### config.mk
export PLATFORM = sky130hd
export DESIGN_NAME = store_operand_text_encoder_core_flat
export DESIGN_NICKNAME = d
export VERILOG_FILES = /design/src/sv/sote_pkg.sv /design/src/sv/sote_chan_if.sv /design/src/sv/store_operand_text_encoder_core.sv /design/src/sv/sote_parser.sv /design/src/sv/sote_out_buf.sv /design/src/flat_wrapper.sv
export VERILOG_INCLUDE_DIRS = /design/src /design/src/sv
export SDC_FILE = /design/constraint.sdc
export NUM_CORES = 1
export LEC_CHECK = 0
export BUFFER_PORTS_ARGS = -buffer_cell sky130_fd_sc_hd__buf_2
export CAP_MARGIN = 20
export CORE_MARGIN = 2
export CORE_UTILIZATION = 25
export CTS_BUF_LIST = sky130_fd_sc_hd__clkbuf_8 sky130_fd_sc_hd__clkbuf_16
export CTS_CLUSTER_DIAMETER = 80
export DETAILED_ROUTE_END_ITERATION = 16
export MAX_ROUTING_LAYER = met4
export SYNTH_ARGS = -nofsm -noshare
export SYNTH_HDL_FRONTEND = slang
export SYNTH_SLANG_ARGS = --single-unit
### constraint.sdc
create_clock -name clk -period 16.9 [get_ports clk]
set_input_delay 5.07 -clock clk [delete_from_list [all_inputs] [get_ports clk]]
set_output_delay 5.07 -clock clk [all_outputs]
set_load 0.02 [all_outputs]
### src/sv/assert_macros.svh
// ----------------------------------------------------------------------------
// Assertion macros
// Clocked assertion helpers shared by the encoder modules. They expect clk
// and rst_n in scope and are off while reset is held.
// ----------------------------------------------------------------------------
`ifndef ASSERT_MACROS_SVH
`define ASSERT_MACROS_SVH

`define ASSERT_CLK(label, prop) \
  label: assert property (@(posedge clk) disable iff (!rst_n) (prop)) \
    else $error("%m: assertion failed");

`define ASSERT_NEVER(label, expr) `ASSERT_CLK(label, !(expr))

`endif

### src/sv/sote_pkg.sv
// ----------------------------------------------------------------------------
// Store operand text encoder package
// Types, codes, character constants and the register name lookup.
// ----------------------------------------------------------------------------
package sote_pkg;

  typedef enum logic [3:0] {
    PH_IDLE       = 4'd0,
    PH_DATA_NAME  = 4'd1,
    PH_SPACE      = 4'd2,
    PH_OFF_START  = 4'd3,
    PH_OFF_SIGNED = 4'd4,
    PH_OFF_DIGITS = 4'd5,
    PH_BASE_NAME  = 4'd6,
    PH_TRAIL      = 4'd7
  } phase_t;

  typedef enum logic [1:0] {
    ST_FAIL    = 2'd0,
    ST_OK_EOL  = 2'd1,
    ST_OK_NUL  = 2'd2,
    ST_OK_SEMI = 2'd3
  } status_t;

  typedef struct packed {
    logic [7:0] text_char;
    logic       first_char;
    logic [1:0] size_code;
  } in_item_t;

  typedef struct packed {
    logic [1:0]  status;
    logic [31:0] store_word;
  } out_item_t;

  typedef struct packed {
    logic      valid;
    out_item_t item;
  } push_t;

  localparam logic [6:0]  STORE_OPCODE   = 7'b0100011;
  localparam logic [16:0] OFFSET_MAX     = 17'd2047;
  localparam logic [16:0] OFFSET_MIN_MAG = 17'd2048;
  localparam logic [2:0]  MAX_OFF_CHARS  = 3'd5;
  localparam logic [2:0]  MAX_NAME_LEN   = 3'd4;

  localparam logic [7:0] CH_NUL    = 8'h00;
  localparam logic [7:0] CH_LF     = 8'h0A;
  localparam logic [7:0] CH_SPACE  = 8'h20;
  localparam logic [7:0] CH_LPAREN = 8'h28;
  localparam logic [7:0] CH_RPAREN = 8'h29;
  localparam logic [7:0] CH_PLUS   = 8'h2B;
  localparam logic [7:0] CH_COMMA  = 8'h2C;
  localparam logic [7:0] CH_MINUS  = 8'h2D;
  localparam logic [7:0] CH_ZERO   = 8'h30;
  localparam logic [7:0] CH_ONE    = 8'h31;
  localparam logic [7:0] CH_THREE  = 8'h33;
  localparam logic [7:0] CH_NINE   = 8'h39;
  localparam logic [7:0] CH_SEMI   = 8'h3B;
  localparam logic [7:0] CH_LOW_A  = 8'h61;
  localparam logic [7:0] CH_LOW_X  = 8'h78;
  localparam logic [7:0] CH_LOW_Z  = 8'h7A;
  localparam logic [7:0] CH_EOF    = 8'hFF;

  // Name words hold the first byte in the low byte, unused bytes zero.
  localparam logic [31:0] NAME_ZERO = 32'h6F72657A;
  localparam logic [31:0] NAME_FP   = 32'h00007066;
  localparam logic [4:0]  REG_FP    = 5'd8;

  localparam logic [31:0] ABI_NAME [32] = '{
    32'h6F72657A, 32'h00006172, 32'h00007073, 32'h00007067,
    32'h00007074, 32'h00003074, 32'h00003174, 32'h00003274,
    32'h00003073, 32'h00003173, 32'h00003061, 32'h00003161,
    32'h00003261, 32'h00003361, 32'h00003461, 32'h00003561,
    32'h00003661, 32'h00003761, 32'h00003273, 32'h00003373,
    32'h00003473, 32'h00003573, 32'h00003673, 32'h00003773,
    32'h00003873, 32'h00003973, 32'h00303173, 32'h00313173,
    32'h00003374, 32'h00003474, 32'h00003574, 32'h00003674
  };

  function automatic logic is_digit(logic [7:0] c);
    return (c >= CH_ZERO) && (c <= CH_NINE);
  endfunction

  function automatic logic is_name_char(logic [7:0] c);
    return is_digit(c) || ((c >= CH_LOW_A) && (c <= CH_LOW_Z));
  endfunction

  // Returns {found, register index}.
  function automatic logic [5:0] name_lookup(logic [31:0] name_w, logic [2:0] len);
    logic       found;
    logic [4:0] reg_idx;
    logic [7:0] b0;
    logic [7:0] b1;
    logic [7:0] b2;
    logic [3:0] d1;
    logic [3:0] d2;
    logic [6:0] two_digit;
    found = 1'b0;
    reg_idx = '0;
    b0 = name_w[7:0];
    b1 = name_w[15:8];
    b2 = name_w[23:16];
    d1 = 4'(b1 - CH_ZERO);
    d2 = 4'(b2 - CH_ZERO);
    two_digit = 7'({d1, 3'b000}) + 7'({d1, 1'b0}) + 7'(d2);
    for (int i = 0; i < 32; i++) begin
      if (name_w == ABI_NAME[i]) begin
        found = 1'b1;
        reg_idx = 5'(i);
      end
    end
    if (name_w == NAME_FP) begin
      found = 1'b1;
      reg_idx = REG_FP;
    end
    if (b0 == CH_LOW_X) begin
      if ((len == 3'd2) && is_digit(b1)) begin
        found = 1'b1;
        reg_idx = 5'(d1);
      end
      if ((len == 3'd3) && (b1 >= CH_ONE) && (b1 <= CH_THREE) && is_digit(b2)
          && (two_digit <= 7'd31)) begin
        found = 1'b1;
        reg_idx = two_digit[4:0];
      end
    end
    return {found, reg_idx};
  endfunction

endpackage

### src/sv/sote_chan_if.sv
// ----------------------------------------------------------------------------
// Valid/ready channel
// One request moves at a rising edge where valid and ready are both high.
// ----------------------------------------------------------------------------
interface sote_chan_if #(
  parameter type payload_t = logic
);
  logic     valid;
  logic     ready;
  payload_t payload;

  modport source (output valid, output payload, input ready);
  modport sink (input valid, input payload, output ready);
endinterface

### src/sv/store_operand_text_encoder_core.sv
// ----------------------------------------------------------------------------
// Store operand text encoder
// Parses store operand text such as "x5, -12(sp)" one byte per request and
// returns a status and the S-type store word for each finished or failed line.
//
// in_chan  : requests of text_char, first_char and size_code; first_char
//            starts a new line and drops any line in progress.
// out_chan : results of status and store_word, one per line at most.
// Output   : the result for the byte that ends the line is registered in
//            the output register, or in the skid entry if that is held.
// Rate     : one byte per cycle while in_chan ready is high; each byte is
//            parsed by combinational logic into the line state registers.
// Stall    : an output register and one skid entry hold results; in_chan
//            ready drops only while both are full, i.e. after two results
//            wait on a stalled receiver.
// Reset    : synchronous, active low; the parser returns to idle and both
//            result entries are emptied.
// ----------------------------------------------------------------------------
module store_operand_text_encoder_core (
  input  logic         clk,
  input  logic         rst_n,
  sote_chan_if.sink    in_chan,
  sote_chan_if.source  out_chan
);

  sote_pkg::push_t push;
  logic            buf_ready;

  sote_parser u_parser (
    .clk       (clk),
    .rst_n     (rst_n),
    .in_chan   (in_chan),
    .buf_ready (buf_ready),
    .push      (push)
  );

  sote_out_buf u_out_buf (
    .clk       (clk),
    .rst_n     (rst_n),
    .push      (push),
    .buf_ready (buf_ready),
    .out_chan  (out_chan)
  );

endmodule

### src/sv/sote_parser.sv
// ----------------------------------------------------------------------------
// Operand text parser
// Holds the line state and steps it by one character per accepted request.
// ----------------------------------------------------------------------------
`include "assert_macros.svh"

module sote_parser (
  input  logic               clk,
  input  logic               rst_n,
  sote_chan_if.sink          in_chan,
  input  logic               buf_ready,
  output sote_pkg::push_t    push
);

  sote_pkg::phase_t phase_r, phase_nxt, phase_step;
  logic [31:0] name_r, name_nxt, name_step, name_cur, name_app;
  logic [2:0]  name_len_r, name_len_nxt, name_len_step, name_len_cur, name_len_app;
  logic        neg_r, neg_nxt, neg_step, neg_cur;
  logic [2:0]  off_chars_r, off_chars_nxt, off_chars_step, off_chars_cur;
  logic [16:0] off_val_r, off_val_nxt, off_val_step, off_val_cur;
  logic [4:0]  data_reg_r, data_reg_nxt, data_reg_step, data_reg_cur;
  logic [4:0]  base_reg_r, base_reg_nxt, base_reg_step, base_reg_cur;
  logic [1:0]  size_r, size_cur;
  sote_pkg::phase_t phase_cur;

  logic        accept;
  logic [7:0]  c;
  logic [7:0]  term;
  logic [5:0]  lookup;
  logic [16:0] off_limit;
  logic        fail;
  logic        done;
  sote_pkg::status_t status_code;
  logic [16:0] imm_full;
  logic [11:0] imm;

  assign accept = in_chan.valid && buf_ready;
  assign in_chan.ready = buf_ready;
  assign c = in_chan.payload.text_char;

  // Step one character against the current line view.
  always_comb begin
    if (in_chan.payload.first_char) begin
      phase_cur     = sote_pkg::PH_DATA_NAME;
      name_cur      = '0;
      name_len_cur  = '0;
      neg_cur       = 1'b0;
      off_chars_cur = '0;
      off_val_cur   = '0;
      data_reg_cur  = '0;
      base_reg_cur  = '0;
      size_cur      = in_chan.payload.size_code;
    end else begin
      phase_cur     = phase_r;
      name_cur      = name_r;
      name_len_cur  = name_len_r;
      neg_cur       = neg_r;
      off_chars_cur = off_chars_r;
      off_val_cur   = off_val_r;
      data_reg_cur  = data_reg_r;
      base_reg_cur  = base_reg_r;
      size_cur      = size_r;
    end

    phase_step     = phase_cur;
    name_step      = name_cur;
    name_len_step  = name_len_cur;
    neg_step       = neg_cur;
    off_chars_step = off_chars_cur;
    off_val_step   = off_val_cur;
    data_reg_step  = data_reg_cur;
    base_reg_step  = base_reg_cur;
    fail           = 1'b0;
    done           = 1'b0;
    status_code    = sote_pkg::ST_FAIL;

    lookup    = sote_pkg::name_lookup(name_cur, name_len_cur);
    name_app  = name_cur | (32'(c) << {name_len_cur[1:0], 3'b000});
    name_len_app = name_len_cur + 3'd1;
    term      = (phase_cur == sote_pkg::PH_DATA_NAME) ? sote_pkg::CH_COMMA
                                                      : sote_pkg::CH_RPAREN;
    off_limit = neg_cur ? sote_pkg::OFFSET_MIN_MAG : sote_pkg::OFFSET_MAX;

    case (phase_cur)
      sote_pkg::PH_DATA_NAME, sote_pkg::PH_BASE_NAME: begin
        if (c == term) begin
          if (!lookup[5]) begin
            fail = 1'b1;
          end else begin
            if (phase_cur == sote_pkg::PH_DATA_NAME) begin
              data_reg_step = lookup[4:0];
              phase_step    = sote_pkg::PH_SPACE;
            end else begin
              base_reg_step = lookup[4:0];
              phase_step    = sote_pkg::PH_TRAIL;
            end
            name_step     = '0;
            name_len_step = '0;
          end
        end else if (!sote_pkg::is_name_char(c) || (name_len_cur >= sote_pkg::MAX_NAME_LEN)) begin
          fail = 1'b1;
        end else begin
          name_step     = name_app;
          name_len_step = name_len_app;
          if ((name_len_app == sote_pkg::MAX_NAME_LEN) && (name_app != sote_pkg::NAME_ZERO)) begin
            fail = 1'b1;
          end
        end
      end
      sote_pkg::PH_SPACE: begin
        if (c == sote_pkg::CH_SPACE) begin
          phase_step = sote_pkg::PH_OFF_START;
        end else begin
          fail = 1'b1;
        end
      end
      sote_pkg::PH_OFF_START: begin
        if ((c == sote_pkg::CH_PLUS) || (c == sote_pkg::CH_MINUS)) begin
          neg_step       = (c == sote_pkg::CH_MINUS);
          off_chars_step = 3'd1;
          phase_step     = sote_pkg::PH_OFF_SIGNED;
        end else if (sote_pkg::is_digit(c)) begin
          off_val_step   = 17'(c - sote_pkg::CH_ZERO);
          off_chars_step = 3'd1;
          phase_step     = sote_pkg::PH_OFF_DIGITS;
        end else begin
          fail = 1'b1;
        end
      end
      sote_pkg::PH_OFF_SIGNED: begin
        if (sote_pkg::is_digit(c)) begin
          off_val_step   = 17'(c - sote_pkg::CH_ZERO);
          off_chars_step = 3'd2;
          phase_step     = sote_pkg::PH_OFF_DIGITS;
        end else begin
          fail = 1'b1;
        end
      end
      sote_pkg::PH_OFF_DIGITS: begin
        if (c == sote_pkg::CH_LPAREN) begin
          if (off_val_cur > off_limit) begin
            fail = 1'b1;
          end else begin
            phase_step = sote_pkg::PH_BASE_NAME;
          end
        end else if (sote_pkg::is_digit(c) && (off_chars_cur < sote_pkg::MAX_OFF_CHARS)) begin
          off_val_step   = (off_val_cur << 3) + (off_val_cur << 1)
                         + 17'(c - sote_pkg::CH_ZERO);
          off_chars_step = off_chars_cur + 3'd1;
        end else begin
          fail = 1'b1;
        end
      end
      sote_pkg::PH_TRAIL: begin
        if (c == sote_pkg::CH_SPACE) begin
          done = 1'b0;
        end else if ((c == sote_pkg::CH_LF) || (c == sote_pkg::CH_EOF)) begin
          done = 1'b1;
          status_code = sote_pkg::ST_OK_EOL;
        end else if (c == sote_pkg::CH_NUL) begin
          done = 1'b1;
          status_code = sote_pkg::ST_OK_NUL;
        end else if (c == sote_pkg::CH_SEMI) begin
          done = 1'b1;
          status_code = sote_pkg::ST_OK_SEMI;
        end else begin
          fail = 1'b1;
        end
      end
      default: begin
        phase_step = sote_pkg::PH_IDLE;
      end
    endcase
  end

  // Next state: drop the line after any result.
  always_comb begin
    if (fail || done) begin
      phase_nxt     = sote_pkg::PH_IDLE;
      name_nxt      = '0;
      name_len_nxt  = '0;
      neg_nxt       = 1'b0;
      off_chars_nxt = '0;
      off_val_nxt   = '0;
      data_reg_nxt  = '0;
      base_reg_nxt  = '0;
    end else begin
      phase_nxt     = phase_step;
      name_nxt      = name_step;
      name_len_nxt  = name_len_step;
      neg_nxt       = neg_step;
      off_chars_nxt = off_chars_step;
      off_val_nxt   = off_val_step;
      data_reg_nxt  = data_reg_step;
      base_reg_nxt  = base_reg_step;
    end
  end

  // Outputs: status and encoded word.
  always_comb begin
    imm_full = neg_cur ? (17'd0 - off_val_cur) : off_val_cur;
    imm      = imm_full[11:0];
    push.valid = accept && (fail || done);
    if (done) begin
      push.item.status     = status_code;
      push.item.store_word = {imm[11:5], data_reg_cur, base_reg_cur, 1'b0, size_cur,
                              imm[4:0], sote_pkg::STORE_OPCODE};
    end else begin
      push.item.status     = sote_pkg::ST_FAIL;
      push.item.store_word = '0;
    end
  end

  always_ff @(posedge clk) begin
    if (!rst_n) begin
      phase_r     <= sote_pkg::PH_IDLE;
      name_r      <= '0;
      name_len_r  <= '0;
      neg_r       <= 1'b0;
      off_chars_r <= '0;
      off_val_r   <= '0;
      data_reg_r  <= '0;
      base_reg_r  <= '0;
      size_r      <= '0;
    end else if (accept) begin
      phase_r     <= phase_nxt;
      name_r      <= name_nxt;
      name_len_r  <= name_len_nxt;
      neg_r       <= neg_nxt;
      off_chars_r <= off_chars_nxt;
      off_val_r   <= off_val_nxt;
      data_reg_r  <= data_reg_nxt;
      base_reg_r  <= base_reg_nxt;
      size_r      <= size_cur;
    end
  end

  `ASSERT_CLK(a_fail_word_zero, push.valid && (push.item.status == sote_pkg::ST_FAIL) |-> push.item.store_word == '0)
  `ASSERT_CLK(a_idle_after_result, push.valid |=> phase_r == sote_pkg::PH_IDLE)

endmodule

### src/sv/sote_out_buf.sv
// ----------------------------------------------------------------------------
// Result buffer
// Output register plus one skid entry; input side stalls only when both hold.
// ----------------------------------------------------------------------------
`include "assert_macros.svh"

module sote_out_buf (
  input  logic               clk,
  input  logic               rst_n,
  input  sote_pkg::push_t    push,
  output logic               buf_ready,
  sote_chan_if.source        out_chan
);

  logic                 out_valid_r;
  sote_pkg::out_item_t  out_item_r;
  logic                 skid_valid_r;
  sote_pkg::out_item_t  skid_item_r;
  logic                 take;

  assign take          = out_valid_r && out_chan.ready;
  assign buf_ready     = !skid_valid_r;
  assign out_chan.valid   = out_valid_r;
  assign out_chan.payload = out_item_r;

  always_ff @(posedge clk) begin
    if (!rst_n) begin
      out_valid_r  <= 1'b0;
      skid_valid_r <= 1'b0;
    end else if (!out_valid_r || take) begin
      if (skid_valid_r) begin
        out_valid_r  <= 1'b1;
        skid_valid_r <= push.valid;
      end else begin
        out_valid_r  <= push.valid;
        skid_valid_r <= 1'b0;
      end
    end else if (push.valid) begin
      skid_valid_r <= 1'b1;
    end
  end

  always_ff @(posedge clk) begin
    if (!out_valid_r || take) begin
      if (skid_valid_r) begin
        out_item_r  <= skid_item_r;
        skid_item_r <= push.item;
      end else begin
        out_item_r  <= push.item;
      end
    end else if (push.valid) begin
      skid_item_r <= push.item;
    end
  end

  `ASSERT_CLK(a_skid_needs_out, skid_valid_r |-> out_valid_r)
  `ASSERT_NEVER(a_no_push_when_full, push.valid && skid_valid_r)
  `ASSERT_CLK(a_skid_drains, take && skid_valid_r |=> out_valid_r)

endmodule

### src/flat_wrapper.sv
// flat-port wrapper written by rule: the top's interface ports become plain ports
module store_operand_text_encoder_core_flat import sote_pkg::*;
  (clk, rst_n, in_chan_valid, in_chan_payload, in_chan_ready, out_chan_valid, out_chan_payload, out_chan_ready);
  sote_chan_if #(.payload_t(in_item_t)) in_chan_i ();
  sote_chan_if #(.payload_t(out_item_t)) out_chan_i ();
  input  logic clk;
  input  logic rst_n;
  input wire logic [$bits(in_chan_i.valid)-1:0] in_chan_valid;
  input wire logic [$bits(in_chan_i.payload)-1:0] in_chan_payload;
  output wire logic [$bits(in_chan_i.ready)-1:0] in_chan_ready;
  output wire logic [$bits(out_chan_i.valid)-1:0] out_chan_valid;
  output wire logic [$bits(out_chan_i.payload)-1:0] out_chan_payload;
  input wire logic [$bits(out_chan_i.ready)-1:0] out_chan_ready;
  assign in_chan_i.valid = in_chan_valid;
  assign in_chan_i.payload = in_chan_payload;
  assign in_chan_ready = in_chan_i.ready;
  assign out_chan_valid = out_chan_i.valid;
  assign out_chan_payload = out_chan_i.payload;
  assign out_chan_i.ready = out_chan_ready;
  store_operand_text_encoder_core u_core (.clk(clk), .rst_n(rst_n), .in_chan(in_chan_i), .out_chan(out_chan_i));
endmodule
-- Word level (Yosys, flattened, before mapping)
Cells that the tools add are included.
- register bits: 142
- logic and storage cells: 285
- $add $sub $neg: 10
- $lt $le $gt $ge: 14
- equality and inequality tests: 54
- shift-type cells: 1
- multiplexer cells: 163
- bitwise logic cells: 1
- reduce and logical (&&, ||, !) cells: 27
- operators with widths (kind ; count):
    $eq A32 B14 Y1 const B ; 25
    $mux W5 ; 46
    $mux W32 ; 6
    $mux W34 ; 5
    $eq A32 B15 Y1 const B ; 5
    $mux W17 ; 6
    $eq A32 B22 Y1 const B ; 2
    $mux W1 ; 64
    $pmux W17 S3 ; 1
    $mux W3 ; 15
    $eq A8 B6 Y1 const B ; 5
    $mux W4 ; 9
    $add A17 B17 Y17 ; 2
    $eq A32 B31 Y1 const B ; 1
    $ge A8 B6 Y1 const B ; 4
    $le A8 B6 Y1 const B ; 4
    $ne A32 B31 Y1 const B ; 1
    $or A32 B32 Y32 ; 1
    $shl A8 B5 Y32 ; 1
    $mux W12 ; 2
    $pmux W4 S6 ; 1
    $gt A17 B12 Y1 ; 1
    $eq A4 B3 Y1 const B ; 4
    $logic_and A1 B1 Y1 ; 14
    29 further kinds ; 45

-- Depth between registers and ports, before layout
- word-level depth: 45
- gate-level depth with buffers: 21

-- By module
From an unflattened synthesis, not the netlist that was laid out.
- cell total of the unflattened synthesis: 1025
- area, all modules: 9545.4 µm²
- by module, submodules not included (module ; times used ; cells an instance ; area an instance (µm²) ; seq. area each (µm²)):
    sote_parser ; 1 ; 909 ; 6859.1 ; 1441.4
    sote_out_buf ; 1 ; 116 ; 2686.3 ; 2082.0

-- Worst setup path before layout
Ideal clock, no wire load.
- path type: input to register
- start: input port in_chan_payload[2]
- end: register u_core.u_out_buf.skid_item_r[10] in the netlist's numbering, enable pin
- setup time: 0.445 ns
- arrival time: 9.445 ns
- path slack: 7.009 ns
- stages: 20
- path buffers: 7
- path through: buf_6 > buf_6 > buf_2 > buf_1 > clkbuf_1 > buf_1 > nor2b_1 > ha_1 > a21o_1 > ha_1 > nor2b_1 > o211ai_1 > o2111ai_1 > nor4_4 > o2111ai_2 > a41o_1 > o21a_1 > buf_6 > nand3_1 > nand2_1
- cells in the longest elaborated chain, start to end: 45
- RTL lines (element ; RTL line ; RTL):
    start, declared ; flat_wrapper.sv:9 ; input wire logic [$bits(in_chan_i.payload)-1:0] in_chan_payload;
    $mux W32 ; sote_parser.sv:43 ; if (in_chan.payload.first_char) begin
    $eq A32 B31 Y1 ; sote_pkg.sv:108 ; if (name_w == ABI_NAME[i]) begin
    $mux W1 (32 in series) ; sote_pkg.sv:108 ;
    $mux W1 ; sote_pkg.sv:113 ; if (name_w == NAME_FP) begin
    $mux W1 ; sote_pkg.sv:118 ; if ((len == 3'd2) && is_digit(b1)) begin
    $mux W1 ; sote_pkg.sv:122 ; if ((len == 3'd3) && (b1 >= CH_ONE) && (b1 <= CH_THREE) && is_digit(b2)
    $mux W1 ; sote_pkg.sv:117 ; if (b0 == CH_LOW_X) begin
    $mux W1 ; sote_parser.sv:87 ; if (!lookup[5]) begin
    $mux W1 ; sote_parser.sv:86 ; if (c == term) begin
    $pmux W1 S6 ; sote_parser.sv:84 ; case (phase_cur)
    $logic_or A1 B1 Y1 * ; sote_parser.sv:203 ; push.valid = accept && (fail || done);
    $logic_and A1 B1 Y1 * ; sote_parser.sv:203 ;
    $reduce_bool A2 Y1 (no source line) * ; -- ;
    $reduce_and A2 Y1 (no source line) * ; -- ;
    end signal, assigned ; sote_out_buf.sv:47 ; skid_item_r <= push.item;
    end signal, assigned ; sote_out_buf.sv:52 ; skid_item_r <= push.item;
    end, declared ; sote_out_buf.sv:18 ; sote_pkg::out_item_t skid_item_r;
Mark *: on every way between the ends. The rest lies on a longest branch, timed or not.
A chain may end at the register's enable or synchronous reset.

-- Worst setup path after layout
- start: input port in_chan_payload[2]
- end: register u_core.u_out_buf.skid_item_r[26] in the netlist's numbering, enable pin
The elaborated chain is that of the path after synthesis.

==> results.sh <==
export IMPL_outcome="completed"
export IMPL_hold_viol=0
export IMPL_min_period_over_period_pct=57.1
export IMPL_rsz0062_at_grt="false"
export IMPL_antenna_found_initial=5
export IMPL_numCtsBuffers=17
export IMPL_maxCapViolations=0
export IMPL_multi_input_area_um2=5420
export IMPL_path_class="in -> reg"
export IMPL_reg2reg_from="u_core.u_parser.name_r[8]"
export IMPL_pwr_share_comb_pct=7.6
export IMPL_worstHoldStart="u_core.u_parser.off_val_r[11]"
export IMPL_power_frac_clock_pct=49.5
export IMPL_swShare_pct=26.2
export IMPL_drt_iter0_markers=746
export IMPL_fin_ws_ps=7240
export IMPL_final_min_clock_period_ps=9660
export IMPL_crit_fanout=57
export IMPL_hpwl_um=19000
export IMPL_io_pins=51
export IMPL_area_growth_pct=13.3
export IMPL_power_internal_mw=0.564
export IMPL_holdWs_ps=452
export IMPL_synthAdderAreaFrac_pct=9.34
export IMPL_globalplace_congestion=0.950
export IMPL_grt_pass1_vias=7609
export IMPL_synthMuxAreaShare_pct=2.43
export IMPL_rr_worst_depth=15
export IMPL_grt_max_degree=58
export IMPL_wire_per_inst_um=17.6
export IMPL_clock_sinks=128
export IMPL_yosys_warnings=0
export IMPL_synth_top_family_by_area="simple AND/OR/NAND/NOR gates"
export IMPL_hold_depth=2
export IMPL_synthXorXnorAreaFrac_pct=3.32
export IMPL_arrival_ps=9790
export IMPL_required_ps=17040
export IMPL_crit_start="in_chan_payload[2]"
export IMPL_grt_pass1_wl_um=42600
export IMPL_clkSlewWorstSetupHoldPaths_ps=60
export IMPL_core_area_um2=35500
export IMPL_finClkSkew_ps=14.2
export IMPL_fin_nets=1091
export IMPL_die_x_um=193
export IMPL_yosys_area_top_type="edfxtp_1"
export IMPL_dieHeight_um=193
export IMPL_ir_worst_vdd_v=0.0000712
export IMPL_synth_common_cells="nand2_1 (95), dfxtp_1 (74), a21oi_1 (70), nor2_1 (70), edfxtp_1 (54)"
export IMPL_final_core_util_pct=28.7
export IMPL_dp_slack_ps=6610
export IMPL_first_pass_iters=5
export IMPL_cts_root_buf="clkbuf_16"
export IMPL_synth_area_leaders="edfxtp_1 (18%), dfxtp_1 (17%), ha_1 (6.0%)"
export IMPL_p_sw_mw=0.200
export IMPL_drive_gt1_share_pct=13.2
export IMPL_yosys_most_used_dff="dfxtp_1"
export IMPL_seqPwrFrac_pct=42.8
export IMPL_fillerInstances=3709
export IMPL_die_area_um2=37400
export IMPL_ctsHoldBuffers=0
export IMPL_cts_resized=0
export IMPL_avgSynthCellArea_um2=8.89
export IMPL_leakage_nw=3.86
export IMPL_cts_buffer_depth=2
export IMPL_vias=7920
export IMPL_cts_tree="done"
export IMPL_register_area_um2=3100
export IMPL_track_usage_pct=14.4
export IMPL_synth_cell_types=86
export IMPL_synth_top_cell_area_share_pct=18.1
export IMPL_min_path_type="reg -> reg"
export IMPL_routed_wl_um=26400
export IMPL_relSlewSlack_pct=30.5
export IMPL_via_per_inst=5.29
export IMPL_p_total_mw=0.764
export IMPL_rows=69
export IMPL_postSynthCellCount=1010
export IMPL_slew_viol_final=0
export IMPL_start_kind="input pin"
export IMPL_initial_core_util_pct=25.3
export IMPL_ys_ff_latch=128
export IMPL_numPortBuffers=45
export IMPL_antenna_left=0
export IMPL_synth_compound_area_share_pct=21.9
export IMPL_h_tree_depth=4
export IMPL_cts_setup_buffers=0
export IMPL_grt_overflow=0
export IMPL_setup_viol=0
export IMPL_setup_tns_ps=0
export IMPL_cp_end_kind="register"
export IMPL_synth_edf_count=54
export IMPL_drc_errors=0
export IMPL_yosysMostFrequentCell="nand2_1"
export IMPL_yosys_area_share_simple_pct=23.2
export IMPL_max_freq_mhz=104
export IMPL_synthArstFlopShare_pct=0
export IMPL_tightest_slew_ps=1040
export IMPL_clock_latency_ps=430
export IMPL_syn_area_um2=8980
export IMPL_ys_seq_area_share_pct=34.6
export IMPL_p_per_area_nw_per_um2=75.2
==> routing by layer <==
metal	up-vias	global-route usage [%]	wire length, µm
met5	-	-	0
met3	39	2.79	1770
met4	0	4.35	497
met2	285	21.4	11700
li1	3752	-	-
met1	3844	19.7	12500
==> per-stage QoR <==
stage               cells  cell area [µm²]
floorplan            1014             8990
global placement     1459             9530
detailed placement   1459             9530
CTS                  1491            10100
finish               1497            10200
global route         1497            10200
==> worst max-delay path, stage by stage <==
cell,delay [ps]
buf_2,80
buf_4,580
inv_2,450
nand2_1,340
inv_1,290
ha_1,420
nand3_1,100
o21bai_1,170
a311oi_1,320
nor4b_1,100
o21ai_1,360
a211o_4,220
o21a_1,430
nand3_1,140
nand2_1,430
buf_16,220
==> final cells by class <==
| type | instances | area share [%] |
|---|---|---|
| Antenna cell | 5 | 0.123 |
| Multi-Input combinational cell | 780 | 53.3 |
| Timing Repair Buffer | 56 | 3.22 |
| Clock buffer | 17 | 4.18 |
| Sequential cell | 128 | 30.5 |
| Tap cell | 461 | 5.67 |
| Clock inverter | 15 | 1.72 |
| Inverter | 35 | 1.29 |
==> logic make-up after synthesis <==
| family | count (synthesis) |
|---|---|
| muxes | 20 |
| xor gates and xnor gates | 34 |
| buffers and inverters | 106 |
| and+or+nand+nor | 381 |
| AOI/OAI and AO/OA | 282 |
| other | 1 |
| DFF | 128 |
| adders and majority gates | 58 |
==> path summary, 6_finish.rpt <==
kind	end	slack, ps
max reg2reg	u_core.u_out_buf.skid_item_r[26]	12210
min	u_core.u_parser.off_val_r[11]	450
max	u_core.u_out_buf.skid_item_r[26]	7240
min reg2reg	u_core.u_parser.off_val_r[11]	450
==> state kept, by name (all words and copies together) (netlist names), 3 cells and up <==
| signal | count |
|---|---|
| u_core.u_parser.data_reg_r | 5 |
| u_core.u_parser.name_r | 32 |
| u_core.u_parser.name_len_r | 3 |
| u_core.u_out_buf.out_chan.payload | 27 |
| u_core.u_parser.off_chars_r | 3 |
| u_core.u_parser.off_val_r | 17 |
| u_core.u_out_buf.skid_item_r | 27 |
| u_core.u_parser.base_reg_r | 5 |
| u_core.u_parser.phase_r | 4 |
==> layout by cell type (no fill, tap or decap), types with 32 or more instances in the layout <==
cell type	netlist	routed
nand2_1	95	95
dfxtp_1	74	74
nor2_1	70	70
a21oi_1	70	70
edfxtp_1	54	54
o21ai_0	49	48
buf_2	13	45
ha_1	43	43
nor2b_1	35	35
inv_1	33	34
nand3_1	32	32
==> power groups by stage <==
stage | logic, mW | clock network [mW] | registers (mW)
2_1_floorplan | 0.0379 | 0 | 0.338
3_3_place_gp | 0.0563 | 0 | 0.334
3_5_place_dp | 0.0569 | 0 | 0.334
4_1_cts | 0.0573 | 0.384 | 0.328
5_1_grt | 0.0629 | 0.399 | 0.328
6_report | 0.0583 | 0.379 | 0.328
Power figures use the tool's default switching activity.
